==> config.mk <==
export PLATFORM = sky130hd
export DESIGN_NAME = phpv_ctrl
export DESIGN_NICKNAME = d
export VERILOG_FILES = /design/src/design/phpv_pkg.sv /design/src/design/phpv_ctrl.sv
export SDC_FILE = /design/constraint.sdc
export NUM_CORES = 1
export LEC_CHECK = 0
export ABC_AREA = 1
export BUFFER_PORTS_ARGS = -buffer_cell sky130_fd_sc_hd__buf_4
export CAP_MARGIN = 20
export CELL_PAD_IN_SITES_DETAIL_PLACEMENT = 1
export CELL_PAD_IN_SITES_GLOBAL_PLACEMENT = 2
export CORE_MARGIN = 4
export CORE_UTILIZATION = 28
export CTS_CLUSTER_DIAMETER = 50
export DETAILED_ROUTE_END_ITERATION = 8
export GPL_TIMING_DRIVEN = 1
export MAX_ROUTING_LAYER = met4
export PLACE_DENSITY_LB_ADDON = 0.1
export SYNTH_ARGS = -nofsm -noshare
export SYNTH_HDL_FRONTEND = slang
export SYNTH_SLANG_ARGS = --single-unit
==> constraint.sdc <==
create_clock -name clk -period 1.6 [get_ports clk]
set_input_delay 0.08 -clock clk [delete_from_list [all_inputs] [get_ports clk]]
set_output_delay 0.08 -clock clk [all_outputs]
set_load 0.1 [all_outputs]
==> src/design/phpv_pkg.sv <==
package phpv_pkg;

  // Datapath operation codes
  localparam logic [4:0] OP_NONE   = 5'd0;
  localparam logic [4:0] OP_LOAD   = 5'd1;   // latch sample, form errors and dt
  localparam logic [4:0] OP_MSQ    = 5'd2;   // square of error
  localparam logic [4:0] OP_ASQ    = 5'd3;   // add square to sum
  localparam logic [4:0] OP_SQGO   = 5'd4;   // start square root
  localparam logic [4:0] OP_MDER   = 5'd5;   // error delta times 1e6
  localparam logic [4:0] OP_DDER   = 5'd6;   // divide by dt
  localparam logic [4:0] OP_WDER   = 5'd7;   // store derivative
  localparam logic [4:0] OP_MG     = 5'd8;   // gain times value half
  localparam logic [4:0] OP_AG     = 5'd9;   // add gain term
  localparam logic [4:0] OP_WOUT   = 5'd10;  // store PID output
  localparam logic [4:0] OP_MFAR   = 5'd11;  // error times far limit
  localparam logic [4:0] OP_DFAR   = 5'd12;  // divide by distance
  localparam logic [4:0] OP_WFAR   = 5'd13;  // store capped velocity
  localparam logic [4:0] OP_CLRI   = 5'd14;  // clear position integrals
  localparam logic [4:0] OP_MACC   = 5'd15;  // error times dt
  localparam logic [4:0] OP_DACC   = 5'd16;  // divide by 1e6
  localparam logic [4:0] OP_WACC   = 5'd17;  // update integral
  localparam logic [4:0] OP_COMMIT = 5'd18;  // store errors, load output word

  // Gain selects
  localparam logic [1:0] G_P = 2'd0;
  localparam logic [1:0] G_I = 2'd1;
  localparam logic [1:0] G_D = 2'd2;

  // Axis indexes
  localparam logic [1:0] AX_X   = 2'd0;
  localparam logic [1:0] AX_Z   = 2'd2;
  localparam logic [1:0] AX_YAW = 2'd3;

  // Configuration register indexes
  localparam logic [3:0] CFG_TARGET_X  = 4'd0;
  localparam logic [3:0] CFG_TARGET_Y  = 4'd1;
  localparam logic [3:0] CFG_TARGET_Z  = 4'd2;
  localparam logic [3:0] CFG_GAIN_P    = 4'd3;
  localparam logic [3:0] CFG_GAIN_I    = 4'd4;
  localparam logic [3:0] CFG_GAIN_D    = 4'd5;
  localparam logic [3:0] CFG_FAR_LIMIT = 4'd6;
  localparam logic [3:0] CFG_RESET_GAP = 4'd7;

  localparam logic [31:0] US_PER_S = 32'd1000000;

  typedef struct packed {
    logic [4:0] op;
    logic [1:0] ax;
    logic [1:0] gsel;
    logic       hi;
  } cmd_t;

  typedef struct packed {
    logic far;
    logic sq_busy;
    logic div_busy;
  } stat_t;

endpackage

==> src/design/phpv_ctrl.sv <==
module phpv_ctrl (
  input  logic            clk,
  input  logic            rst,
  input  logic            in_valid,
  output logic            in_ready,
  output logic            out_valid,
  input  logic            out_ready,
  output phpv_pkg::cmd_t  cmd,
  input  phpv_pkg::stat_t stat
);
  import phpv_pkg::*;

  localparam logic [4:0] S_IDLE = 5'd0;
  localparam logic [4:0] S_SQM  = 5'd1;
  localparam logic [4:0] S_SQA  = 5'd2;
  localparam logic [4:0] S_SQG  = 5'd3;
  localparam logic [4:0] S_SQW  = 5'd4;
  localparam logic [4:0] S_DM   = 5'd5;
  localparam logic [4:0] S_DD   = 5'd6;
  localparam logic [4:0] S_DW   = 5'd7;
  localparam logic [4:0] S_GM   = 5'd8;
  localparam logic [4:0] S_GA   = 5'd9;
  localparam logic [4:0] S_GW   = 5'd10;
  localparam logic [4:0] S_FM   = 5'd11;
  localparam logic [4:0] S_FD   = 5'd12;
  localparam logic [4:0] S_FW   = 5'd13;
  localparam logic [4:0] S_FC   = 5'd14;
  localparam logic [4:0] S_AM   = 5'd15;
  localparam logic [4:0] S_AD   = 5'd16;
  localparam logic [4:0] S_AW   = 5'd17;
  localparam logic [4:0] S_DONE = 5'd18;

  logic [4:0] state, state_next;
  logic [1:0] ax, ax_next;
  logic [1:0] gsel, gsel_next;
  logic       hi, hi_next;
  logic       out_valid_next;
  logic       commit;

  assign in_ready = (state == S_IDLE);

  // Sequencer
  always_comb begin
    state_next = state;
    ax_next    = ax;
    gsel_next  = gsel;
    hi_next    = hi;
    commit     = 1'b0;
    cmd        = '{op: OP_NONE, ax: ax, gsel: gsel, hi: hi};
    case (state)
      S_IDLE: begin
        if (in_valid) begin
          cmd.op     = OP_LOAD;
          ax_next    = AX_X;
          state_next = S_SQM;
        end
      end
      S_SQM: begin
        cmd.op     = OP_MSQ;
        state_next = S_SQA;
      end
      S_SQA: begin
        cmd.op = OP_ASQ;
        if (ax == AX_Z) begin
          state_next = S_SQG;
        end else begin
          ax_next    = ax + 2'd1;
          state_next = S_SQM;
        end
      end
      S_SQG: begin
        cmd.op     = OP_SQGO;
        ax_next    = AX_X;
        state_next = S_SQW;
      end
      S_SQW: begin
        if (!stat.sq_busy) state_next = S_DM;
      end
      S_DM: begin
        cmd.op     = OP_MDER;
        state_next = S_DD;
      end
      S_DD: begin
        cmd.op     = OP_DDER;
        state_next = S_DW;
      end
      S_DW: begin
        if (!stat.div_busy) begin
          cmd.op = OP_WDER;
          if (ax == AX_YAW) begin
            gsel_next  = G_P;
            hi_next    = 1'b0;
            state_next = S_GM;
          end else begin
            ax_next    = ax + 2'd1;
            state_next = S_DM;
          end
        end
      end
      S_GM: begin
        cmd.op     = OP_MG;
        state_next = S_GA;
      end
      S_GA: begin
        cmd.op = OP_AG;
        if (!hi) begin
          hi_next    = 1'b1;
          state_next = S_GM;
        end else begin
          hi_next = 1'b0;
          if (gsel == G_D) begin
            state_next = S_GW;
          end else begin
            gsel_next  = gsel + 2'd1;
            state_next = S_GM;
          end
        end
      end
      S_GW: begin
        cmd.op    = OP_WOUT;
        gsel_next = G_P;
        if (ax == AX_YAW) begin
          ax_next    = AX_X;
          state_next = stat.far ? S_FM : S_GM;
        end else if (ax == AX_Z) begin
          ax_next    = AX_X;
          state_next = S_AM;
        end else begin
          ax_next    = ax + 2'd1;
          state_next = S_GM;
        end
      end
      S_FM: begin
        cmd.op     = OP_MFAR;
        state_next = S_FD;
      end
      S_FD: begin
        cmd.op     = OP_DFAR;
        state_next = S_FW;
      end
      S_FW: begin
        if (!stat.div_busy) begin
          cmd.op = OP_WFAR;
          if (ax == AX_Z) begin
            state_next = S_FC;
          end else begin
            ax_next    = ax + 2'd1;
            state_next = S_FM;
          end
        end
      end
      S_FC: begin
        cmd.op     = OP_CLRI;
        ax_next    = AX_YAW;
        state_next = S_AM;
      end
      S_AM: begin
        cmd.op     = OP_MACC;
        state_next = S_AD;
      end
      S_AD: begin
        cmd.op     = OP_DACC;
        state_next = S_AW;
      end
      S_AW: begin
        if (!stat.div_busy) begin
          cmd.op = OP_WACC;
          if (ax == AX_YAW) begin
            state_next = S_DONE;
          end else begin
            ax_next    = ax + 2'd1;
            state_next = S_AM;
          end
        end
      end
      S_DONE: begin
        if (!out_valid || out_ready) begin
          cmd.op     = OP_COMMIT;
          commit     = 1'b1;
          state_next = S_IDLE;
        end
      end
      default: state_next = S_IDLE;
    endcase
  end

  // Output word valid
  always_comb begin
    out_valid_next = out_valid;
    if (commit) out_valid_next = 1'b1;
    else if (out_ready) out_valid_next = 1'b0;
  end

  always_ff @(posedge clk) begin
    if (rst) begin
      state     <= S_IDLE;
      ax        <= AX_X;
      gsel      <= G_P;
      hi        <= 1'b0;
      out_valid <= 1'b0;
    end else begin
      state     <= state_next;
      ax        <= ax_next;
      gsel      <= gsel_next;
      hi        <= hi_next;
      out_valid <= out_valid_next;
    end
  end

endmodule

==> results of run 1 <==
critical path: cells and delay by family, from the launching register on:
family | cells | cell delay [ps]
simple gates | 3 | 500
flops | 1 | 370
buf+inv | 2 | 360
compound gates | 1 | 200
layout by cell type (no fill, tap or decap), drive strengths merged:
| cell | count |
|---|---|
| nand4 | 7 |
| o21a | 3 |
| nand2 | 58 |
| ha | 6 |
| clkbuf | 4 |
| inv | 25 |
| o2111ai | 2 |
| o211ai | 1 |
| nor3 | 1 |
| o21bai | 1 |
| nor2 | 34 |
| nand3 | 23 |
| dfxtp | 11 |
| o21ai | 13 |
| nor3b | 1 |
| a21oi | 10 |
| buf | 70 |
flip-flops by register name, indices dropped and copies added (netlist names):
name and cells:
gsel 2, hi 1, state 5, ax 2, out_valid 1
area by class of cell:
type	instances	area share, %
well taps	50	2.80
multi-input cells	160	50.3
clock buffers	4	2.01
repair buffers	70	28.5
flip-flops and latches	11	11.3
inverters	25	5.09
cells in the mapped netlist (3+ instances only):
library cell   n  area [µm²]
nand3_1       21         105
nor2_2         6        37.5
nor2_1        26        97.6
buf_2          3        15.0
inv_2          5        18.8
o21a_1         3        22.5
nand2_1       56         210
inv_1         20        75.1
ha_1           6        75.1
a21oi_1       10        50.1
nand4_1        7        43.8
dfxtp_1       11         220
o21ai_0       11        55.1
power by group through the flow:
stage	clock [mW]	combinational, mW	sequential (mW)
6_report	0.308	1.67	0.401
5_1_grt	0.322	1.77	0.407
4_1_cts	0.304	1.45	0.393
3_5_place_dp	0	1.22	0.385
3_3_place_gp	0	1.20	0.383
2_1_floorplan	0	0.718	0.508
metal layers:
metal,vias to the layer above,share of wire (%)
met3,33,4.3
li1,795,-
met4,0,5.6
met5,-,0
met2,62,52
met1,813,38
final timing paths:
kind,to,cells after the start
setup / recovery,cmd[6],6
hold / removal,state[3],2
setup reg to reg,state[0],9
hold reg to reg,gsel[1],2
cell families (layout without fill, tap and decap cells):
group / count (synthesis) / in the layout / synth area share, %
DFF: 11 / 11 / 19.2
and+or+nand+nor: 124 / 124 / 49.0
buffers and inverters: 30 / 99 / 10.5
AOI/OAI and AO/OA: 30 / 30 / 14.8
adders and majority gates: 6 / 6 / 6.54
through the flow:
stage / hold WS (ps) / worst slack (ps) / cell area, µm² / TNS [ps] / total power [mW]
after global placement: 340 / -51.8 / 1640 / -75.4 / 1.59
after global routing: 110 / -199 / 2240 / -1410 / 2.49
after floorplan: 257 / -167 / 1240 / -440 / 1.23
final: 96.6 / -166 / 2240 / -654 / 2.38
after detailed placement: 345 / -171 / 1640 / -314 / 1.61
after CTS: 81.0 / -113 / 2010 / -190 / 2.15
what timing repair did:
item	4_1_cts	5_1_grt
setup endpoints to repair	12	14
pin swaps	16	20
cloned	0	0
buffers inserted	14	8
resized for setup	58	51
==> flow_summary.json, run 1 <==
{
  "setup_viol_count_final": 10,
  "synth_ff_type": "dfxtp_1",
  "finalWorstPathRequiredPeriod_ps": 1770,
  "cp_slowest_cell": "dfxtp_4",
  "fin_util_pct": 56.3,
  "synthesis.nets": 214,
  "row_count": 23,
  "fin_cells": 320,
  "die_x_um": 72.0,
  "grt_util_met3_pct": 2.91,
  "cp_cell_sequence": "nor2_4 > buf_6 > nand2_2 > o21a_1 > nand4_1 > buf_12",
  "syn_area_um2": 1150,
  "maxSlewHeadroom_pct": 77.2,
  "wl_per_cell_um": 20.7,
  "power_frac_comb_pct": 70.2,
  "hp-class": "primary input to flip-flop",
  "cpPeakStageDelay_ps": 370,
  "dpl.hpwl_um": 4080,
  "p_seq_share_pct": 16.8,
  "start_util_pct": 28.9,
  "endpoint_kind": "output pin",
  "worstPathArrival_ps": 1690,
  "clk_pin_slew_worst_paths_ps": 60,
  "p_int_mw": 1.10,
  "num-fill-cells": 495,
  "fin_crit_sh_pct": 110,
  "die_h_um": 72.0,
  "worstHoldStart": "rst",
  "switching_power_mw": 1.28,
  "num_antenna_cells": 0,
  "ys_ff_latch": 11,
  "seq_area_um2": 253,
  "globalRouteOverflowTotal": 0,
  "drv_cap": 0,
  "synth-edff-count": 0,
  "port_buffers": 18,
  "violations": "negative setup slack",
  "dieArea_um2": 5190,
  "use_met1_pct": 27.4,
  "status": "finished, violations left",
  "ant_nets": 0,
  "p_leak_nw": 1.07,
  "grt_max_degree": 10,
  "synthCells": 201,
  "grt_usage_pct": 24.2,
  "core_area_um2": 3970,
  "worstSetupPathType": "flip-flop to output pin",
  "ios": 19,
  "vias_per_cell": 5.32,
  "reg2reg_slack_ps": -90,
  "powerDensity_nw_per_um2": 1060,
  "grt_pass1_vias": 1782,
  "clock_latency_ps": 250,
  "cts_buffers": 3,
  "cp.required_ps": 1520,
  "grt_use_met2_pct": 44.3,
  "fmax_mhz": 566,
  "ir_drop_mv": 0.726,
  "worstPathMaxFanout": 6,
  "rsz0062_at_grt": "true",
  "drt_pass1_iterations": 4,
  "multi_input_area_um2": 1120,
  "drive_gt1_share_pct": 57.4,
  "clock_sinks": 11,
  "num_vias": 1703,
  "cts-htree-levels": 1,
  "p_clk_share_pct": 12.9,
  "clock_path_buffers": 2,
  "r2r-start": "state[3]",
  "area_growth_syn_to_layout_pct": 94.9,
  "wl_um": 6630,
  "hold_viol": 0,
  "route.detailed.drc": 0,
  "worst_pin_slew_ps": 340,
  "place_inst": 296,
  "synth_seq_area_share_pct": 19.2,
  "drv_slew": 0,
  "syn_avg_cell_area_um2": 5.71,
  "fin_skew_ps": 0.552,
  "place_congestion": 0.890,
  "cts_tree": "built",
  "postSynth.asyncResetShare_pct": 0,
  "num-nets-final": 284,
  "layout_setup_ws_ps": -166,
  "drt_iter0_markers": 103,
  "cp-startpoint": "state[3]",
  "start_kind": "flip-flop",
  "antenna_found_initial": 0,
  "top_usage_layer": "met2",
  "cts-root-buf": "clkbuf_8",
  "hold_buffers": 0,
  "ys_warn_count": 0,
  "switching_share_pct": 53.7,
  "grt_pass1_wl_um": 9340,
  "yosysUniqueCellTypes": 24
}
(Power assumes the default switching activity.)
==> inputs of run 2 (changes only) <==
--- a/config.mk
+++ b/config.mk
@@ -12,6 +12,7 @@
 export CELL_PAD_IN_SITES_GLOBAL_PLACEMENT = 2
 export CORE_MARGIN = 4
 export CORE_UTILIZATION = 28
+export CTS_BUF_LIST = sky130_fd_sc_hd__clkbuf_16
 export CTS_CLUSTER_DIAMETER = 50
 export DETAILED_ROUTE_END_ITERATION = 8
 export GPL_TIMING_DRIVEN = 1
==> flow_summary.json, run 2 (synthesized netlist as in run 1, its figures left out) <==
{
  "drt_pass1_iterations": 4,
  "cp_cell_sequence": "inv_6 > nand2_4 > inv_4 > nand2_2 > inv_2 > nand2_2 > nand2_2 > nor3b_4 > o2111ai_4 > buf_12",
  "fin_crit_sh_pct": 113,
  "num_vias": 1709,
  "cpPeakStageDelay_ps": 390,
  "top_usage_layer": "met2",
  "hp-class": "primary input to flip-flop",
  "fin_tns_setup_ps": -946,
  "fin_cells": 320,
  "core_area_um2": 3970,
  "largest_reg_flops": 5,
  "grt_usage_pct": 25.3,
  "power_frac_comb_pct": 64.8,
  "antenna_found_initial": 0,
  "powerDensity_nw_per_um2": 1140,
  "drv_slew": 0,
  "worstSetupPathType": "flip-flop to output pin",
  "violations": "negative setup slack",
  "cts_tree": "built",
  "clock_sinks": 11,
  "path_buf_inv": 4,
  "crit_top_cell": "nand2_2",
  "drv_cap": 0,
  "place_area_um2": 1640,
  "die_h_um": 72.0,
  "route.detailed.drc": 0,
  "dpl.hpwl_um": 4080,
  "grt_pass1_wl_um": 9560,
  "grt_util_met3_pct": 3.60,
  "cp.required_ps": 1520,
  "wl_um": 6570,
  "start_kind": "flip-flop",
  "die_x_um": 72.0,
  "crit_family": "simple AND/OR/NAND/NOR gates",
  "use_met1_pct": 27.1,
  "rsz0062_at_grt": "true",
  "cts_buffers": 3,
  "switching_share_pct": 50.0,
  "setup_viol_count_final": 11,
  "drt_iter0_markers": 107,
  "ant_nets": 0,
  "grt_max_degree": 10,
  "area_growth_syn_to_layout_pct": 86.7,
  "hold_buffers": 0,
  "hold_ws_ps": 90.9,
  "regMostFlops": "state",
  "drive_gt1_share_pct": 52.2,
  "finalWorstPathRequiredPeriod_ps": 1800,
  "p_int_mw": 1.22,
  "cts-htree-levels": 1,
  "worstPathArrival_ps": 1720,
  "ir_drop_mv": 0.735,
  "p_seq_share_pct": 15.8,
  "p_leak_nw": 1.02,
  "fmax_mhz": 555,
  "cts-root-buf": "clkbuf_16",
  "globalRouteOverflowTotal": 0,
  "fin_skew_ps": 5.18,
  "ios": 19,
  "clock_path_buffers": 2,
  "grt_pass1_vias": 1803,
  "dp_slack_ps": -171,
  "dieArea_um2": 5190,
  "num-nets-final": 284,
  "final_common_cell": "buf_4",
  "row_count": 23,
  "clock_latency_ps": 250,
  "num-fill-cells": 499,
  "status": "finished, violations left",
  "switching_power_mw": 1.22,
  "cp_slowest_cell": "dfxtp_4",
  "fin_util_pct": 53.9,
  "p_total_mw": 2.44,
  "top_regs": "state: 5 flops, ax: 2 flops, gsel: 2 flops",
  "worstPathMaxFanout": 4,
  "start_util_pct": 28.9,
  "hold_viol": 0,
  "port_buffers": 18,
  "worst_pin_slew_ps": 315,
  "p_clk_share_pct": 19.4,
  "place_congestion": 0.890,
  "place_inst": 296,
  "final_cell_mix": "buf_4, nand2_1, inv_1, nand3_1, nor2_1",
  "design_area_um2": 2140,
  "layout_setup_ws_ps": -203,
  "clk_pin_slew_worst_paths_ps": 50,
  "wl_per_cell_um": 20.5,
  "endpoint_kind": "output pin",
  "maxSlewHeadroom_pct": 78.8,
  "num_antenna_cells": 0,
  "grt_use_met2_pct": 43.9,
  "vias_per_cell": 5.34
}
## run 2: changes by cell type in the layout (fill, tap and decap cells not counted), sizes merged
cell and delta:
clkbuf -1, inv +1
## run 2: repair_timing
action                     CTS  global route
buffers inserted            10            11
setup endpoints to repair   12            14
resized for setup           42            35
pin swaps                    7            13
cloned                       0             0
## run 2: worst paths after layout
| kind | slack (ps) | start | to | cells after the start |
|---|---|---|---|---|
| setup reg to reg | -80 | state[0] | ax[1] | 12 |
| setup / recovery | -200 | state[3] | cmd[5] | 10 |
| hold / removal | 90 | rst | state[3] | 2 |
| hold reg to reg | 450 | gsel[1] | gsel[1] | 2 |
## run 2: area by class of cell
type                    count  area [µm²]  area share (%)
well taps                  50        62.6            2.92
repair buffers             70         602            28.1
multi-input cells         160        1040            48.5
clock buffers               3        75.1            3.50
clock inverters             1        3.75           0.175
inverters                  25         106            4.96
flip-flops and latches     11         253            11.8
## run 2: metal layers
metal	share of wire (%)	wire length, µm
met3	4.2	278
met5	0	0
met1	38	2510
met2	51	3380
met4	6.1	402
## run 2: power groups by stage
| stage | registers [mW] | clock network, mW | logic (mW) |
|---|---|---|---|
| after floorplan | 0.508 | 0 | 0.718 |
| after global placement | 0.383 | 0 | 1.20 |
| after detailed placement | 0.385 | 0 | 1.22 |
| after CTS | 0.389 | 0.478 | 1.39 |
| after global routing | 0.396 | 0.502 | 1.67 |
| final | 0.387 | 0.473 | 1.58 |
